===== config.mk =====
export PLATFORM = sky130hd
export DESIGN_NAME = rihs_divider
export DESIGN_NICKNAME = d
export VERILOG_FILES = /design/src/rtl/rihs_pkg.sv /design/src/rtl/rihs_divider.sv
export SDC_FILE = /design/constraint.sdc
export NUM_CORES = 2
export LEC_CHECK = 0
export BUFFER_PORTS_ARGS = -buffer_cell sky130_fd_sc_hd__buf_2
export CORE_ASPECT_RATIO = 0.6
export CORE_MARGIN = 4
export CORE_UTILIZATION = 55
export DETAILED_ROUTE_END_ITERATION = 8
export GPL_TIMING_DRIVEN = 0
export MAX_ROUTING_LAYER = met4
export PLACE_DENSITY = 0.73
export SLEW_MARGIN = 0
export SYNTH_ARGS = -nofsm -noshare
export SYNTH_HDL_FRONTEND = slang
export SYNTH_SLANG_ARGS = --single-unit

===== constraint.sdc =====
create_clock -name clk -period 2.37 [get_ports clk]
set_input_delay 0.1185 -clock clk [delete_from_list [all_inputs] [get_ports clk]]
set_output_delay 0.1185 -clock clk [all_outputs]
set_load 0.03 [all_outputs]

===== src/rtl/rihs_pkg.sv =====
// Shared constants, types and the arctangent table of the RGB to IHS converter.
package rihs_pkg;

  localparam int PIX_W        = 8;
  localparam int OUT_W        = 16;
  localparam int CORDIC_STEPS = 30;
  localparam int ANG_W        = 32;
  localparam int CW           = 43;
  localparam int DEN_W        = 11;

  localparam logic [30:0]      SQRT3_Q30 = 31'h6ED9_EBA1;
  localparam logic [ANG_W-1:0] HALF_TURN = 32'h8000_0000;

  typedef logic [OUT_W-1:0] result_t;

  // Arctangent of 2^-idx in units of 2^32 per full turn.
  function automatic logic [ANG_W-1:0] atan_turn(input logic [4:0] idx);
    logic [ANG_W-1:0] a;
    case (idx)
      5'd0:  a = 32'h2000_0000;
      5'd1:  a = 32'h12E4_051D;
      5'd2:  a = 32'h09FB_385B;
      5'd3:  a = 32'h0511_11D4;
      5'd4:  a = 32'h028B_0D43;
      5'd5:  a = 32'h0145_D7E1;
      5'd6:  a = 32'h00A2_F61E;
      5'd7:  a = 32'h0051_7C55;
      5'd8:  a = 32'h0028_BE53;
      5'd9:  a = 32'h0014_5F2E;
      5'd10: a = 32'h000A_2F98;
      5'd11: a = 32'h0005_17CC;
      5'd12: a = 32'h0002_8BE6;
      5'd13: a = 32'h0001_45F3;
      5'd14: a = 32'h0000_A2F9;
      5'd15: a = 32'h0000_517C;
      5'd16: a = 32'h0000_28BE;
      5'd17: a = 32'h0000_145F;
      5'd18: a = 32'h0000_0A2F;
      5'd19: a = 32'h0000_0517;
      5'd20: a = 32'h0000_028B;
      5'd21: a = 32'h0000_0145;
      5'd22: a = 32'h0000_00A2;
      5'd23: a = 32'h0000_0051;
      5'd24: a = 32'h0000_0028;
      5'd25: a = 32'h0000_0014;
      5'd26: a = 32'h0000_000A;
      5'd27: a = 32'h0000_0005;
      5'd28: a = 32'h0000_0002;
      5'd29: a = 32'h0000_0001;
      default: a = '0;
    endcase
    return a;
  endfunction

endpackage


===== src/rtl/rihs_divider.sv =====
// Pipelined restoring divider, one quotient bit per stage, with a saturated 16-bit result.
module rihs_divider #(
  parameter int N   = 27,
  parameter int PAD = 0
) (
  input  logic                            clk,
  input  logic                            en,
  input  logic [N-1:0]                    num,
  input  logic [rihs_pkg::DEN_W-1:0]      den,
  output rihs_pkg::result_t               q
);
  import rihs_pkg::*;

  logic [N-1:0]     nq_r  [0:N];
  logic [DEN_W-1:0] d_r   [0:N];
  logic [DEN_W-1:0] rem_r [0:N];
  logic [OUT_W-1:0] q_fin_r;

  always_ff @(posedge clk) begin
    if (en) begin
      nq_r[0]  <= num;
      d_r[0]   <= den;
      rem_r[0] <= '0;
    end
  end

  // The dividend shifts out at the top while quotient bits shift in at the bottom.
  for (genvar i = 0; i < N; i++) begin : g_row
    logic [DEN_W:0] sh;
    logic           ge;
    logic [DEN_W:0] diff;
    assign sh   = {rem_r[i], nq_r[i][N-1]};
    assign ge   = (sh >= {1'b0, d_r[i]});
    assign diff = sh - {1'b0, d_r[i]};
    always_ff @(posedge clk) begin
      if (en) begin
        rem_r[i+1] <= ge ? diff[DEN_W-1:0] : sh[DEN_W-1:0];
        nq_r[i+1]  <= {nq_r[i][N-2:0], ge};
        d_r[i+1]   <= d_r[i];
      end
    end
  end

  always_ff @(posedge clk) begin
    if (en) begin
      q_fin_r <= (|nq_r[N][N-1:OUT_W]) ? '1 : nq_r[N][OUT_W-1:0];
    end
  end

  if (PAD == 0) begin : g_nopad
    assign q = q_fin_r;
  end else begin : g_pad
    logic [OUT_W-1:0] pad_r [0:PAD-1];
    always_ff @(posedge clk) begin
      if (en) begin
        pad_r[0] <= q_fin_r;
        for (int k = 1; k < PAD; k++) begin
          pad_r[k] <= pad_r[k-1];
        end
      end
    end
    assign q = pad_r[PAD-1];
  end

endmodule


Yosys cells after proc, flatten, opt, wreduce, memory -nomap -nowiden
Memories as Yosys holds them, arrays and structs flattened.
Index checks and enable logic that the tools add are counted.
{ "classes": {"reduce_logical": 1, "n_mux": 29, "addsub": 27, "magnitude_cmp": 27} }
{ "op_table": {"columns": ["cell", "n"], "rows": [
  [">= comparator 12 x 11 -> 1 bit", 27],
  ["two-way mux 11 bit", 27],
  ["subtractor 11 bit", 27],
  ["OR reduction 11 bit", 1],
  ["two-way mux 1 bit", 2]
]} }
{ "totals": {"elab_cells": 88, "n_memories": 3, "register_bits": 16, "inputBits": 40, "ram_bits": 1372, "out_inout_bits": 16} }
{ "memory_table": {"columns": ["name", "words", "width", "read_ports", "rd_clocked_by_memory_dff", "write_ports", "line", "source"], "rows": [
  ["nq_r", 28, 27, 28, 0, 28, "rihs_divider.sv:14", "logic [N-1:0] nq_r [0:N];"],
  ["d_r", 28, 11, 27, 0, 28, "rihs_divider.sv:15", "logic [DEN_W-1:0] d_r [0:N];"],
  ["rem_r", 28, 11, 27, 0, 28, "rihs_divider.sv:16", "logic [DEN_W-1:0] rem_r [0:N];"]
]} }

Logic depth before layout (Yosys ltp)
{ "logic_depth": {"word_depth": 2, "depth_mapped": 10, "ltp_nobuf": 9} }

Worst setup path before layout
No wires, ideal clock.
{ "synth_path": {"path_type": "reg-to-reg", "from": "memory d_r[1][0]", "to": "memory rem_r[2][7] (data pin)", "t_required_ns": 2.110, "n_path_buf": 1, "slack_ns": -0.101, "t_arrival_ns": 2.211, "stages_incl_launch_ff": 10, "setup_time_ns": 0.260, "period_less_slack_ns": 2.471, "cell_sequence": "edfxtp_1 ha_1 fa_1 nor2b_4 o21ai_1 nand3b_1 a21oi_1 o21ai_1 buf_2 mux2_2"} }
{ "synth_rtl": {"columns": ["element", "line"], "rows": [
  ["from (decl)", "rihs_divider.sv:15"],
  ["to (decl)", "rihs_divider.sv:16"]
]} }

==> impl_metrics.ini <==
[global_routing]
grt_max_degree = 178
grt_pass1_wl_um = 166000
met1_usage = 0.308
busiest_layer = met1
grt_pass1_vias = 29900
grt_usage = 0.192
grtUsageMet3 = 0.0384
gr-total-overflow = 0
met2_usage = 0.254
antenna_found_initial = 0

[worst_setup_path]
arrival_ps = 3100
crit_required_ps = 2850
startpoint_type = register
end_kind = register
crit_type = reg -> reg
crit_chain = inv_1 > ha_2 > nor2b_4 > o31a_1 > o31ai_1 > or3b_4 > xor2_1 > mux2_4
critPathMaxFanout = 6
slowest_stage = or3b_4
r2r_slack_ps = -250
cp_slowest_stage_delay_ps = 430

[sta]
fmax_mhz = 382
finClkSkew_ps = 67.4
hold_viol = 39
worst_hold_slack_ps = -141
fin_tns_setup_ps = -18720
fin_crit_sh = 1.10
slew_violations = 0
maxSlewHeadroom = 0.376
period_needed_ps = 2620
setup_ws_ps = -247
tightest_slew_ps = 935
rsz0062_at_grt = yes
setup_viol_count_final = 204

[clock_tree]
cts_buffers = 119
root_buffer = clkbuf_16
htreeDepth = 3
cts_buffer_depth = 3
cts_tree = done
cts.hold.buffers_added = 38
clk_pin_slew_ps = 70
cts.sink_count = 1355
clk_latency_ps = 760

[run_status]
outcome = complete, but fails checks
failed_checks = negative hold slack, negative setup slack

[floorplanning]
io_pins = 56
core-area_mm2 = 0.105
die_w_um = 428
num_rows = 92
die_h_um = 260
start_util = 0.554
die_area_mm2 = 0.111

[synth]
yosysSeqAreaShare = 0.700
syn_nets = 4075
synth_area_leaders = edfxtp_1 70%, ha_1 6.2%, mux2_1 3.3%
ys_types = 53
synth_warnings = 0
synth_edf_count = 1355
synth_top_area_frac = 0.700
syn_area_mm2 = 0.0581
ys_top_cells_by_count = 1355 x edfxtp_1, 338 x inv_1, 288 x ha_1, 208 x nor2_1, 171 x mux2_1
ys_async_sr_fraction = 0
yosysTopAreaCell = edfxtp_1
syn-instance-count = 3722
post_synth.cell_area_avg_um2 = 15.6
synth_ff_type = edfxtp_1
ys_ff_latch = 1355
synth_most_common_cell = edfxtp_1

[route]
drc = 0
wl_per_cell_um = 18.6
vias = 31300
vias_per_cell = 5.52
drt_iter0_drc = 2980
dr.pass1.iters = 6
ant_nets = 0
routed_wirelength_um = 105000

[pwr]
power_density_mw_per_mm2 = 1230
peakVddDrop_mv = 0.741
finalPower_mw = 84.8
total_leakage_power_nw = 26.7

[final_layout]
fin_util = 0.658
drive_above_1_share = 0.227
area_delta_synth_final_pct = 18.7
stdcell_area_mm2 = 0.0690
n_antenna_cell = 0
layout.nets = 4508

[placed_design]
portBuffers = 55
dp_hpwl_um = 64800
place_area_mm2 = 0.0605
gp_congestion = 0.905

[flow_run]
cap_viol_max_count = 0

[hold_path]
hold_path.class = in -> reg
[per-layer routing]
| metal | routed length, um | vias to the layer above | share of wire |
|---|---|---|---|
| met2 | 43300 | 957 | 0.41 |
| met3 | 7510 | 147 | 0.071 |
| met4 | 1640 | 0 | 0.016 |
| met5 | 0 | - | 0 |
| li1 | - | 14900 | - |
| met1 | 53000 | 15300 | 0.50 |
[critical path, delay by kind of cell (launching register included)]
family,cells,cell delay (ps)
compound gates,2,590
simple gates,2,580
flops,1,390
fa+ha+maj,1,310
mux,1,250
xor+xnor,1,160
buf+inv,1,80
[where the power goes]
part / internal, mW / switching [mW] / total [mW] / leakage [nW]
Sequential: 31.6 / 1.87 / 33.5 / 13.2
Clock: 11.2 / 8.77 / 20.0 / 1.98
Combinational: 16.5 / 14.8 / 31.3 / 11.6
Total: 59.4 / 25.4 / 84.8 / 26.7
[stage by stage]
step,worst slack (ps),instances
5_1_grt,-298,5670
3_3_place_gp,-19940,5187
4_1_cts,-233,5627
6_report,-247,5670
2_1_floorplan,15.2,3722
3_5_place_dp,-1350,5195
[final timing paths]
path                                            start  depth (start not counted)                      end
worst max-delay path             d_r[21][2]$_DFFE_PP_                          8  rem_r[22][10]$_DFFE_PP_
worst min-delay path                               en                          1     nq_r[0][0]$_DFFE_PP_
worst max register to register   d_r[21][2]$_DFFE_PP_                          8  rem_r[22][10]$_DFFE_PP_
worst min register to register  nq_r[0][11]$_DFFE_PP_                          0    nq_r[1][12]$_DFFE_PP_
[cells by family after synthesis]
logic type	Yosys count	share of synthesized area
AOI/OAI and AO/OA	580	0.0658
adders and majority gates	313	0.0706
DFF	1355	0.700
and+or+nand+nor	617	0.0558
muxes	264	0.0510
xor gates and xnor gates	199	0.0300
buffers and inverters	394	0.0263
[placed cells by master (no fill, tap or decap), types with 27 or more instances in the layout]
cell type and instances:
inv_1 319, o21ai_0 27, ha_4 30, edfxtp_1 1355, dlygate4sd3_1 38, o2111ai_1 35, nand2b_1 40, a21o_1 55
o21a_1 68, xor2_1 39, a21oi_1 146, nand2_1 76, clkbuf_16 121, buf_2 70, xnor2_1 160, buf_6 96
nor3_1 51, nor2_1 208, nand3_1 56, mux2_4 215, buf_4 140, o21ai_2 36, ha_1 243, mux2i_1 42
[state kept, by name, summed over array words and instances (netlist names)]
name,cells
q,16
rem_r,286
d_r,297
nq_r,756
[layout make-up]
class	instances	area, um2
tap	1410	1760
clock inverter	85	1040
buffer	44	394
multi-input combinational	1973	17800
fill	7094	35900
inverter	339	1270
sequential	1355	40700
clock buffer	141	3060
timing repair buffer	323	2970
[timing repair]
action                     in CTS  in global routing
resized for setup             470                132
hold endpoints to repair      162                 82
cloned                         24                  2
pin swaps                      87                102
setup endpoints to repair     471                386
buffers inserted              155                 48
(Power assumes the default switching activity.)
